File: config.mk
export PLATFORM = sky130hd
export DESIGN_NAME = stable_priority_queue_scheduler_flat
export DESIGN_NICKNAME = d
export VERILOG_FILES = /design/src/rtl/spq_pkg.sv /design/src/rtl/spq_if.sv /design/src/rtl/stable_priority_queue_scheduler.sv /design/src/rtl/spq_cell.sv /design/src/rtl/spq_search.sv /design/src/flat_wrapper.sv
export SDC_FILE = /design/constraint.sdc
export NUM_CORES = 2
export LEC_CHECK = 0
export BUFFER_PORTS_ARGS = -buffer_cell sky130_fd_sc_hd__buf_2
export CAP_MARGIN = 20
export CORE_MARGIN = 2
export CORE_UTILIZATION = 38
export DETAILED_ROUTE_END_ITERATION = 7
export GPL_TIMING_DRIVEN = 0
export HOLD_SLACK_MARGIN = 0.15
export PLACE_DENSITY_LB_ADDON = 0.2
export SLEW_MARGIN = 20
export SYNTH_ARGS = -nofsm -noshare
export SYNTH_HDL_FRONTEND = slang
export SYNTH_SLANG_ARGS = --single-unit
File: constraint.sdc
create_clock -name clk_i -period 8.1 [get_ports clk_i]
set_clock_uncertainty 0.05 [all_clocks]
set_input_delay 0.405 -clock clk_i [delete_from_list [all_inputs] [get_ports clk_i]]
set_output_delay 0.405 -clock clk_i [all_outputs]
set_load 0.02 [all_outputs]
File: src/rtl/spq_pkg.sv
// Shared types, constants and codes of the stable priority queue scheduler.
package spq_pkg;

  // Queue size and the widths that follow from it.
  localparam int unsigned QueueDepth = 16;
  localparam int unsigned IdxW       = (QueueDepth > 1) ? $clog2(QueueDepth) : 1;
  localparam int unsigned CntW       = $clog2(QueueDepth + 1);

  // Fixed field widths of the request and response.
  localparam int unsigned TagW   = 32;
  localparam int unsigned OwnerW = 16;
  localparam int unsigned UrgW   = 3;
  localparam int unsigned FuelW  = 7;
  localparam int unsigned PosW   = 5;
  localparam int unsigned TotalW = 32;

  // Limits applied to an entry on enqueue.
  localparam logic [UrgW-1:0]  UrgMin  = UrgW'(1);
  localparam logic [UrgW-1:0]  UrgMax  = UrgW'(4);
  localparam logic [FuelW-1:0] FuelMax = FuelW'(100);

  typedef enum logic [1:0] {
    CmdEnqueue = 2'd0,
    CmdDequeue = 2'd1,
    CmdPeek    = 2'd2,
    CmdSearch  = 2'd3
  } cmd_e;

  typedef enum logic [2:0] {
    StsQueued   = 3'd0,
    StsFull     = 3'd1,
    StsServed   = 3'd2,
    StsEmpty    = 3'd3,
    StsHead     = 3'd4,
    StsFound    = 3'd5,
    StsNotFound = 3'd6
  } status_e;

  typedef enum logic {
    StIdle,
    StSearch
  } state_e;

  // One stored entry.
  typedef struct packed {
    logic [TagW-1:0]   tag;
    logic [OwnerW-1:0] owner;
    logic              op;
    logic [UrgW-1:0]   urg;
    logic [FuelW-1:0]  fuel;
  } entry_t;

  // Control broadcast from the top level to every cell.
  typedef struct packed {
    logic            enq;
    logic            deq;
    entry_t          new_entry;
    logic [TagW-1:0] key;
  } cell_ctrl_t;

endpackage

File: src/rtl/spq_if.sv
// Request and response channel interfaces of the priority queue scheduler.
interface spq_req_if;
  logic        valid;
  logic        ready;
  logic [1:0]  command;
  logic [31:0] flight_tag;
  logic [15:0] owner_tag;
  logic        operation;
  logic [2:0]  urgency;
  logic [6:0]  fuel_percent;

  modport source (
    output valid, command, flight_tag, owner_tag, operation, urgency, fuel_percent,
    input  ready
  );
  modport sink (
    input  valid, command, flight_tag, owner_tag, operation, urgency, fuel_percent,
    output ready
  );
endinterface

interface spq_rsp_if;
  logic        valid;
  logic        ready;
  logic [2:0]  status;
  logic [31:0] entry_tag;
  logic [15:0] entry_owner;
  logic        entry_operation;
  logic [2:0]  entry_urgency;
  logic [6:0]  entry_fuel;
  logic [4:0]  position;
  logic [4:0]  entry_count;
  logic [31:0] served_total;

  modport source (
    output valid, status, entry_tag, entry_owner, entry_operation, entry_urgency,
           entry_fuel, position, entry_count, served_total,
    input  ready
  );
  modport sink (
    input  valid, status, entry_tag, entry_owner, entry_operation, entry_urgency,
           entry_fuel, position, entry_count, served_total,
    output ready
  );
endinterface

File: src/rtl/stable_priority_queue_scheduler.sv
// Top level of the stable priority queue scheduler: cell chain, control and response register.
// Enqueue, dequeue and peek give their response in the cycle after the request is accepted;
// a search first registers the per-cell tag compares, then picks the first match into the
// response register. Throughput: one request per cycle while responses are taken; no new
// request is taken while a search is pending. Reset clears the occupancy, the valid bit of
// every cell and the served counter at once; there is no clearing pass.
module stable_priority_queue_scheduler (
  input  logic             clk_i,
  input  logic             rst_ni,
  spq_req_if.sink          req_i,
  spq_rsp_if.source        rsp_o
);
  import spq_pkg::*;

  state_e               state_q, state_d;
  logic [CntW-1:0]      cnt_q, cnt_d;
  logic [TotalW-1:0]    served_q, served_d;
  logic [QueueDepth-1:0] match_q;
  logic [QueueDepth-1:0] match_d;
  logic [QueueDepth-1:0] cell_valid;
  logic [QueueDepth-1:0] cell_before;
  entry_t               cell_entry [QueueDepth];
  cell_ctrl_t           ctrl;

  logic                 rsp_valid_q, rsp_valid_d;
  status_e              rsp_status_q, rsp_status_d;
  entry_t               rsp_entry_q, rsp_entry_d;
  logic [PosW-1:0]      rsp_pos_q, rsp_pos_d;
  logic [PosW-1:0]      rsp_cnt_q, rsp_cnt_d;

  logic                 accept;
  logic                 full;
  logic                 empty;
  logic                 found;
  logic [IdxW-1:0]      found_idx;
  logic [IdxW:0]        found_pos;
  cmd_e                 cmd;
  entry_t               new_entry;

  assign cmd   = cmd_e'(req_i.command);
  assign full  = (cnt_q == CntW'(QueueDepth));
  assign empty = (cnt_q == '0);

  // A request is taken when idle and the response register is free or draining.
  assign req_i.ready = (state_q == StIdle) && (!rsp_valid_q || rsp_o.ready);
  assign accept      = req_i.valid && req_i.ready;

  // Clamp urgency and fuel of the incoming entry.
  always_comb begin
    new_entry.tag   = req_i.flight_tag;
    new_entry.owner = req_i.owner_tag;
    new_entry.op    = req_i.operation;
    new_entry.urg   = req_i.urgency;
    new_entry.fuel  = req_i.fuel_percent;
    if (req_i.urgency < UrgMin) begin
      new_entry.urg = UrgMin;
    end else if (req_i.urgency > UrgMax) begin
      new_entry.urg = UrgMax;
    end
    if (req_i.fuel_percent > FuelMax) begin
      new_entry.fuel = FuelMax;
    end
  end

  // Broadcast control to the cell chain.
  always_comb begin
    ctrl.enq       = accept && (cmd == CmdEnqueue) && !full;
    ctrl.deq       = accept && (cmd == CmdDequeue) && !empty;
    ctrl.new_entry = new_entry;
    ctrl.key       = req_i.flight_tag;
  end

  // The chain of cells; the head sits in cell zero.
  for (genvar i = 0; i < QueueDepth; i++) begin : g_cell
    logic   left_valid;
    entry_t left_entry;
    logic   left_before;
    logic   right_valid;
    entry_t right_entry;

    if (i == 0) begin : g_head
      assign left_valid  = 1'b0;
      assign left_entry  = new_entry;
      assign left_before = 1'b0;
    end else begin : g_mid
      assign left_valid  = cell_valid[i-1];
      assign left_entry  = cell_entry[i-1];
      assign left_before = cell_before[i-1];
    end

    if (i == QueueDepth - 1) begin : g_tail
      assign right_valid = 1'b0;
      assign right_entry = cell_entry[i];
    end else begin : g_body
      assign right_valid = cell_valid[i+1];
      assign right_entry = cell_entry[i+1];
    end

    spq_cell u_cell (
      .clk_i         (clk_i),
      .rst_ni        (rst_ni),
      .ctrl_i        (ctrl),
      .left_valid_i  (left_valid),
      .left_entry_i  (left_entry),
      .left_before_i (left_before),
      .right_valid_i (right_valid),
      .right_entry_i (right_entry),
      .valid_o       (cell_valid[i]),
      .entry_o       (cell_entry[i]),
      .before_o      (cell_before[i]),
      .match_o       (match_d[i])
    );
  end

  // First match among the registered compare results.
  spq_search u_search (
    .match_i (match_q),
    .found_o (found),
    .index_o (found_idx)
  );

  assign found_pos = {1'b0, found_idx} + (IdxW + 1)'(1);

  // Sequencing and response generation.
  always_comb begin
    state_d      = state_q;
    cnt_d        = cnt_q;
    served_d     = served_q;
    rsp_valid_d  = rsp_valid_q && !rsp_o.ready;
    rsp_status_d = rsp_status_q;
    rsp_entry_d  = rsp_entry_q;
    rsp_pos_d    = rsp_pos_q;
    rsp_cnt_d    = rsp_cnt_q;
    case (state_q)
      StIdle: begin
        if (accept) begin
          rsp_entry_d = '0;
          rsp_pos_d   = '0;
          case (cmd)
            CmdEnqueue: begin
              rsp_valid_d = 1'b1;
              if (full) begin
                rsp_status_d = StsFull;
              end else begin
                rsp_status_d = StsQueued;
                cnt_d        = cnt_q + CntW'(1);
              end
            end
            CmdDequeue: begin
              rsp_valid_d = 1'b1;
              if (empty) begin
                rsp_status_d = StsEmpty;
              end else begin
                rsp_status_d = StsServed;
                rsp_entry_d  = cell_entry[0];
                cnt_d        = cnt_q - CntW'(1);
                served_d     = served_q + TotalW'(1);
              end
            end
            CmdPeek: begin
              rsp_valid_d = 1'b1;
              if (empty) begin
                rsp_status_d = StsEmpty;
              end else begin
                rsp_status_d = StsHead;
                rsp_entry_d  = cell_entry[0];
              end
            end
            default: begin
              state_d = StSearch;
            end
          endcase
          rsp_cnt_d = PosW'(cnt_d);
        end
      end
      StSearch: begin
        state_d     = StIdle;
        rsp_valid_d = 1'b1;
        rsp_cnt_d   = PosW'(cnt_q);
        if (found) begin
          rsp_status_d = StsFound;
          rsp_entry_d  = cell_entry[found_idx];
          rsp_pos_d    = PosW'(found_pos);
        end else begin
          rsp_status_d = StsNotFound;
          rsp_entry_d  = '0;
          rsp_pos_d    = '0;
        end
      end
      default: begin
        state_d = StIdle;
      end
    endcase
  end

  // Control registers.
  always_ff @(posedge clk_i or negedge rst_ni) begin
    if (!rst_ni) begin
      state_q     <= StIdle;
      cnt_q       <= '0;
      served_q    <= '0;
      rsp_valid_q <= 1'b0;
    end else begin
      state_q     <= state_d;
      cnt_q       <= cnt_d;
      served_q    <= served_d;
      rsp_valid_q <= rsp_valid_d;
    end
  end

  // Payload registers: compare vector and response fields.
  always_ff @(posedge clk_i) begin
    match_q      <= match_d;
    rsp_status_q <= rsp_status_d;
    rsp_entry_q  <= rsp_entry_d;
    rsp_pos_q    <= rsp_pos_d;
    rsp_cnt_q    <= rsp_cnt_d;
  end

  // The served total is shown as it stands after the reported request.
  assign rsp_o.valid           = rsp_valid_q;
  assign rsp_o.status          = rsp_status_q;
  assign rsp_o.entry_tag       = rsp_entry_q.tag;
  assign rsp_o.entry_owner     = rsp_entry_q.owner;
  assign rsp_o.entry_operation = rsp_entry_q.op;
  assign rsp_o.entry_urgency   = rsp_entry_q.urg;
  assign rsp_o.entry_fuel      = rsp_entry_q.fuel;
  assign rsp_o.position        = rsp_pos_q;
  assign rsp_o.entry_count     = rsp_cnt_q;
  assign rsp_o.served_total    = served_q;

endmodule

File: src/rtl/spq_cell.sv
// One cell of the sorted shift-register queue.
module spq_cell (
  input  logic                clk_i,
  input  logic                rst_ni,
  input  spq_pkg::cell_ctrl_t ctrl_i,
  input  logic                left_valid_i,
  input  spq_pkg::entry_t     left_entry_i,
  input  logic                left_before_i,
  input  logic                right_valid_i,
  input  spq_pkg::entry_t     right_entry_i,
  output logic                valid_o,
  output spq_pkg::entry_t     entry_o,
  output logic                before_o,
  output logic                match_o
);
  import spq_pkg::*;

  logic   valid_q, valid_d;
  entry_t entry_q, entry_d;

  // The new entry belongs in front of this cell if the cell is empty or
  // strictly less urgent, which keeps equal urgencies in arrival order.
  assign before_o = !valid_q || (entry_q.urg > ctrl_i.new_entry.urg);
  assign match_o  = valid_q && (entry_q.tag == ctrl_i.key);
  assign valid_o  = valid_q;
  assign entry_o  = entry_q;

  // Next content: shift right on insert, shift left on removal.
  always_comb begin
    valid_d = valid_q;
    entry_d = entry_q;
    if (ctrl_i.enq) begin
      if (left_before_i) begin
        valid_d = left_valid_i;
        entry_d = left_entry_i;
      end else if (before_o) begin
        valid_d = 1'b1;
        entry_d = ctrl_i.new_entry;
      end
    end else if (ctrl_i.deq) begin
      valid_d = right_valid_i;
      entry_d = right_entry_i;
    end
  end

  always_ff @(posedge clk_i or negedge rst_ni) begin
    if (!rst_ni) begin
      valid_q <= 1'b0;
    end else begin
      valid_q <= valid_d;
    end
  end

  always_ff @(posedge clk_i) begin
    entry_q <= entry_d;
  end

endmodule

File: src/rtl/spq_search.sv
// Priority encoder that finds the first matching cell from the head.
module spq_search (
  input  logic [spq_pkg::QueueDepth-1:0] match_i,
  output logic                           found_o,
  output logic [spq_pkg::IdxW-1:0]       index_o
);
  import spq_pkg::*;

  // Scan from the tail down so that the lowest set bit wins.
  always_comb begin
    found_o = 1'b0;
    index_o = '0;
    for (int i = QueueDepth - 1; i >= 0; i--) begin
      if (match_i[i]) begin
        found_o = 1'b1;
        index_o = IdxW'(i);
      end
    end
  end

endmodule

File: src/flat_wrapper.sv
// flat-port wrapper written by rule: the top's interface ports become plain ports
module stable_priority_queue_scheduler_flat import spq_pkg::*;
  (clk_i, rst_ni, req_i_valid, req_i_command, req_i_flight_tag, req_i_owner_tag, req_i_operation, req_i_urgency, req_i_fuel_percent, req_i_ready, rsp_o_valid, rsp_o_status, rsp_o_entry_tag, rsp_o_entry_owner, rsp_o_entry_operation, rsp_o_entry_urgency, rsp_o_entry_fuel, rsp_o_position, rsp_o_entry_count, rsp_o_served_total, rsp_o_ready);
  spq_req_if req_i_i ();
  spq_rsp_if rsp_o_i ();
  input  logic clk_i;
  input  logic rst_ni;
  input wire logic [$bits(req_i_i.valid)-1:0] req_i_valid;
  input wire logic [$bits(req_i_i.command)-1:0] req_i_command;
  input wire logic [$bits(req_i_i.flight_tag)-1:0] req_i_flight_tag;
  input wire logic [$bits(req_i_i.owner_tag)-1:0] req_i_owner_tag;
  input wire logic [$bits(req_i_i.operation)-1:0] req_i_operation;
  input wire logic [$bits(req_i_i.urgency)-1:0] req_i_urgency;
  input wire logic [$bits(req_i_i.fuel_percent)-1:0] req_i_fuel_percent;
  output wire logic [$bits(req_i_i.ready)-1:0] req_i_ready;
  output wire logic [$bits(rsp_o_i.valid)-1:0] rsp_o_valid;
  output wire logic [$bits(rsp_o_i.status)-1:0] rsp_o_status;
  output wire logic [$bits(rsp_o_i.entry_tag)-1:0] rsp_o_entry_tag;
  output wire logic [$bits(rsp_o_i.entry_owner)-1:0] rsp_o_entry_owner;
  output wire logic [$bits(rsp_o_i.entry_operation)-1:0] rsp_o_entry_operation;
  output wire logic [$bits(rsp_o_i.entry_urgency)-1:0] rsp_o_entry_urgency;
  output wire logic [$bits(rsp_o_i.entry_fuel)-1:0] rsp_o_entry_fuel;
  output wire logic [$bits(rsp_o_i.position)-1:0] rsp_o_position;
  output wire logic [$bits(rsp_o_i.entry_count)-1:0] rsp_o_entry_count;
  output wire logic [$bits(rsp_o_i.served_total)-1:0] rsp_o_served_total;
  input wire logic [$bits(rsp_o_i.ready)-1:0] rsp_o_ready;
  assign req_i_i.valid = req_i_valid;
  assign req_i_i.command = req_i_command;
  assign req_i_i.flight_tag = req_i_flight_tag;
  assign req_i_i.owner_tag = req_i_owner_tag;
  assign req_i_i.operation = req_i_operation;
  assign req_i_i.urgency = req_i_urgency;
  assign req_i_i.fuel_percent = req_i_fuel_percent;
  assign req_i_ready = req_i_i.ready;
  assign rsp_o_valid = rsp_o_i.valid;
  assign rsp_o_status = rsp_o_i.status;
  assign rsp_o_entry_tag = rsp_o_i.entry_tag;
  assign rsp_o_entry_owner = rsp_o_i.entry_owner;
  assign rsp_o_entry_operation = rsp_o_i.entry_operation;
  assign rsp_o_entry_urgency = rsp_o_i.entry_urgency;
  assign rsp_o_entry_fuel = rsp_o_i.entry_fuel;
  assign rsp_o_position = rsp_o_i.position;
  assign rsp_o_entry_count = rsp_o_i.entry_count;
  assign rsp_o_served_total = rsp_o_i.served_total;
  assign rsp_o_i.ready = rsp_o_ready;
  stable_priority_queue_scheduler u_core (.clk_i(clk_i), .rst_ni(rst_ni), .req_i(req_i_i), .rsp_o(rsp_o_i));
endmodule
==> summary.md <==
| Metric | Value |
|---|---|
| Final non-filler cell total | just under 10000 |
| Initial antenna violation count | 26 |
| Global route total overflow | 0 |
| Synth async-reset ratio | about 5.1% |
| Status | finished clean |
| Synth top area share | between 40% and 50% |
| Synth area leaders | edfxtp_1 (45%), mux2i_1 (12%), nand2_1 (7.5%), o21ai_0 (7.0%), xnor2_1 (5.8%) |
| Vias in the first global route | between 60000 and 70000 |
| Final Wtd Congestion | around 1.1 |
| Final period util | between 70% and 80% |
| Port Buffers | between 100 and 150 |
| Die Ht | 428 um |
| Cell taking the most area after synthesis | edfxtp_1 |
| Crit path max fanout | 19 |
| DRT Pass-1 Iters | 6 |
| Crit end category | flip-flop |
| Post-synthesis sequential area ratio | between 40% and 50% |
| First-pass GRT wire length | 514000 um |
| Boundary Pins | about 170 |
| M3 GR Usage | around 9.7% |
| DP HPWL | around 310000 um |
| Core ar. | ~0.18 mm2 |
| CP arrival | 6.78 ns |
| Flop-to-flop setup slack | 2.28 ns |
| Maximum clock rate | approximately 0.16 GHz |
| Max-cap check violation count | 0 |
| # setup viols final | 0 |
| Tightest Hold Check Type | input port to flip-flop |
| PwrDens | around 250 mW/mm2 |
| Worst path slowest cell | clkbuf_1 |
| Root Buffer Master | clkbuf_16 |
| Ordered list of cells on the worst path | dlygate4sd3_1 > buf_2 > inv_2 > o21ai_1 > clkbuf_1 > inv_1 > ha_1 > nor2b_1 > o21ai_0 > inv_1 > o21ai_0 > nand2_1 > clkbuf_1 > nor3b_1 > nor2_4 > buf_16 > buf_12 |
| GR Util met1 | between 50% and 60% |
| M2 GR Usage | around three fifths |
| Die Width | around 430 um |
| CTS tree | yes |
| Initial Utilization | about two fifths |
| Leakage | 30.3 nW |
| EDFF count, synth | about 1000 |
| # fillers | roughly 18000 |
| CP peak stage delay | around 0.90 ns |
| Area of the mapped netlist | 0.0682 mm2 |
| Drt drc | 0 |
| Worst skew pair latency | approximately 0.84 ns |
| Pin count of the biggest net entering global routing | 40 |
| Yosys cell types | 67 |
| Final nets | approximately 7400 |
| Post-synthesis cell count | roughly 7000 |
| CTS max path bufs | 3 |
| Rows | between 150 and 200 |
| H-tree depth | 4 |
| Drt wl/cell | ~40 um |
| Crit path time final | between 6 and 7 ns |
| Post_cts resized | 0 |
| Worst Setup Start Kind | input port |
| Clk pin slew, worst setup/hold paths | approximately 0.060 ns |
| Worst path required time | about 8.6 ns |
| Hold depth | 5 |
| 1st-iter DRT viols | between 10000 and 15000 |
| Mapped Nets | 7092 |
| Synthesized area per cell | between 9 and 10 um2 |
| R2R depth | 12 |
| RSZ-0062 raised after global routing | no |
| Total power | 19.1 mW |
| Slew HR | 7.83% |
| Clock sink total | ~1100 |
| Placed Instances | roughly 9500 |
| Via-per-instance ratio | 6.53 |
| Ys flop type | edfxtp_1 |
| WS Path Type | input port to flip-flop |
| WL final | 388000 um |
| Gr usage total | between 40% and 50% |
| Post-layout util | 43.4% |
| Worst Hold Slack | 0.240 ns |
| Die ar. | between 0.15 and 0.2 mm2 |
| Post-DRT Antenna Nets | 0 |
| Max VDD drop | about 0.17 mV |
| Synth Register Bits | 1087 |
| Fin. Hold Viols | 0 |
| P&R area growth vs syn | 13.6% |
| Yosys warning total | 0 |
| GR peak layer | met2 |
| Worst-Margin Slew | between 1 and 1.5 ns |
| Via count | ~64000 |
| Max Slew Vio Count | 0 |
| Post-CTS setup buffer count | 0 |
| Layout cells sized above 1 | a little under a tenth |
| TritonCTS Buffers | between 100 and 150 |
==> per-layer routing <==
metal  up-vias  wire (um)
li1      26100          -
met1     32200     148000
met2      4688     165000
met3       974      40400
met4        12      34100
met5         -         94
==> Yosys cell counts (4+ instances only) <==
cell / instances
nand4_1: 117
edfxtp_1: 1016
nor2b_1: 19
ha_1: 56
o31ai_1: 4
a31o_1: 26
a31o_2: 6
xnor2_1: 448
buf_1: 34
buf_2: 140
nor3_1: 11
o2111a_1: 4
dfrtp_1: 55
xor2_1: 95
o211a_1: 37
o21ai_0: 959
clkbuf_1: 443
a32o_1: 16
a221o_1: 95
o21ai_1: 38
buf_4: 21
nor4_1: 60
a21oi_1: 297
dfxtp_1: 16
inv_1: 38
a31oi_1: 17
mux2i_1: 791
mux2_2: 81
a221oi_1: 47
nand2_1: 1368
nand3_1: 60
o211ai_1: 119
and2_1: 5
a2111oi_0: 35
a211oi_1: 16
buf_6: 16
and3_1: 51
o22ai_1: 5
nor2_1: 229
o21a_1: 20
a21o_1: 19
==> final timing paths <==
| kind | from | end |
|---|---|---|
| hold / removal | req_i_command[0] | u_core.rsp_o.status[2]$_SDFFCE_PP1P_ |
| hold reg to reg | u_core.rsp_o.served_total[22]$_DFFE_PN0P_ | u_core.rsp_o.served_total[22]$_DFFE_PN0P_ |
| min in group asynchronous | rst_ni | u_core.rsp_o.served_total[9]$_DFFE_PN0P_ |
| setup / recovery | req_i_urgency[2] | u_core.g_cell[15].u_cell.entry_o[47]$_DFFE_PP_ |
| max in group asynchronous | rst_ni | u_core.rsp_o.served_total[30]$_DFFE_PN0P_ |
| setup reg to reg | u_core.cnt_q[0]$_DFFE_PN0P_ | u_core.g_cell[2].u_cell.entry_o[45]$_DFFE_PP_ |
==> critical path: cells and delay by family <==
kind            cells  cell delay, ns
buf+inv             9            3.77
simple gates        4            1.40
compound gates      3            0.65
fa+ha+maj           1            0.45
==> cells by family (layout without fill, tap and decap cells) <==
group,count (synthesis),after routing,share of synthesized area (%)
flip-flops,1087,1087,47.2
buffers and inverters,698,1147,4.39
adder cells (fa/ha/maj),56,56,1.03
AO/OA/AOI/OAI,1779,1779,15.6
multiplexers,872,872,12.9
AND/OR/NAND/NOR,1936,1936,11.8
other,0,13,0
XOR/XNOR,543,543,6.97
==> power by group <==
part | internal [mW] | total, mW | switching (mW)
sequential | 6.82 | 7.39 | 0.568
clock | 3.68 | 6.48 | 2.80
combinational | 1.69 | 5.20 | 3.51
==> flip-flops by register name, indices dropped and copies added (netlist names), 5 cells and up <==
signal and flops:
u_core.g_cell.u_cell.entry_o 944, u_core.rsp_o.entry_tag 32, u_core.rsp_o.served_total 32, u_core.g_cell.u_cell.valid_o 16, u_core.match_q 16, u_core.rsp_o.entry_owner 16
u_core.rsp_o.entry_fuel 7, u_core.cnt_q 5, u_core.rsp_o.entry_count 5, u_core.rsp_o.position 5
==> cell usage in the layout (no fill, tap or decap), types with 47 or more instances in the layout <==
master     Yosys  routed
xor2_1        95      95
a221oi_1      47      47
mux2_2        81      81
nor2_1       229     227
a21oi_1      297     296
clkbuf_1     443     441
a221o_1       95      95
xnor2_1      448     448
and3_1        51      51
nand3_1       60      60
nand2_1     1368    1352
o211ai_1     119     119
ha_1          56      56
buf_2        140     278
dfrtp_1       55      55
clkbuf_16      0     141
o21ai_0      959     958
mux2i_1      791     791
edfxtp_1    1016    1016
nor4_1        60      56
nand4_1      117     117
==> stage by stage <==
stage	setup WS [ns]	setup TNS, ns	instance area, um2
final	1.79	0	77500
after global routing	1.93	0	77400
after CTS	2.15	0	77400
after detailed placement	1.59	0	72600
after global placement	-2.74	-160.78	71800
after floorplan	2.66	0	68200
==> area by class of cell <==
cell class | count | area (um2) | area share, %
Inverter | 44 | 165 | 0.213
Multi-Input combinational cell | 5186 | 33200 | 42.8
Antenna cell | 13 | 32.5 | 0.0420
Timing Repair Buffer | 193 | 1520 | 1.96
Clock buffer | 180 | 3750 | 4.85
Tap cell | 2355 | 2950 | 3.80
Clock inverter | 76 | 790 | 1.02
Sequential cell | 1087 | 32200 | 41.6
Buffer | 654 | 2870 | 3.71
==> what timing repair did <==
action / 4_1_cts / 5_1_grt
endpoints found under the setup margin: 0 / 0
hold buffers: 29 / 0
endpoints found under the hold margin: 176 / 0
Power figures use the tool's default switching activity.
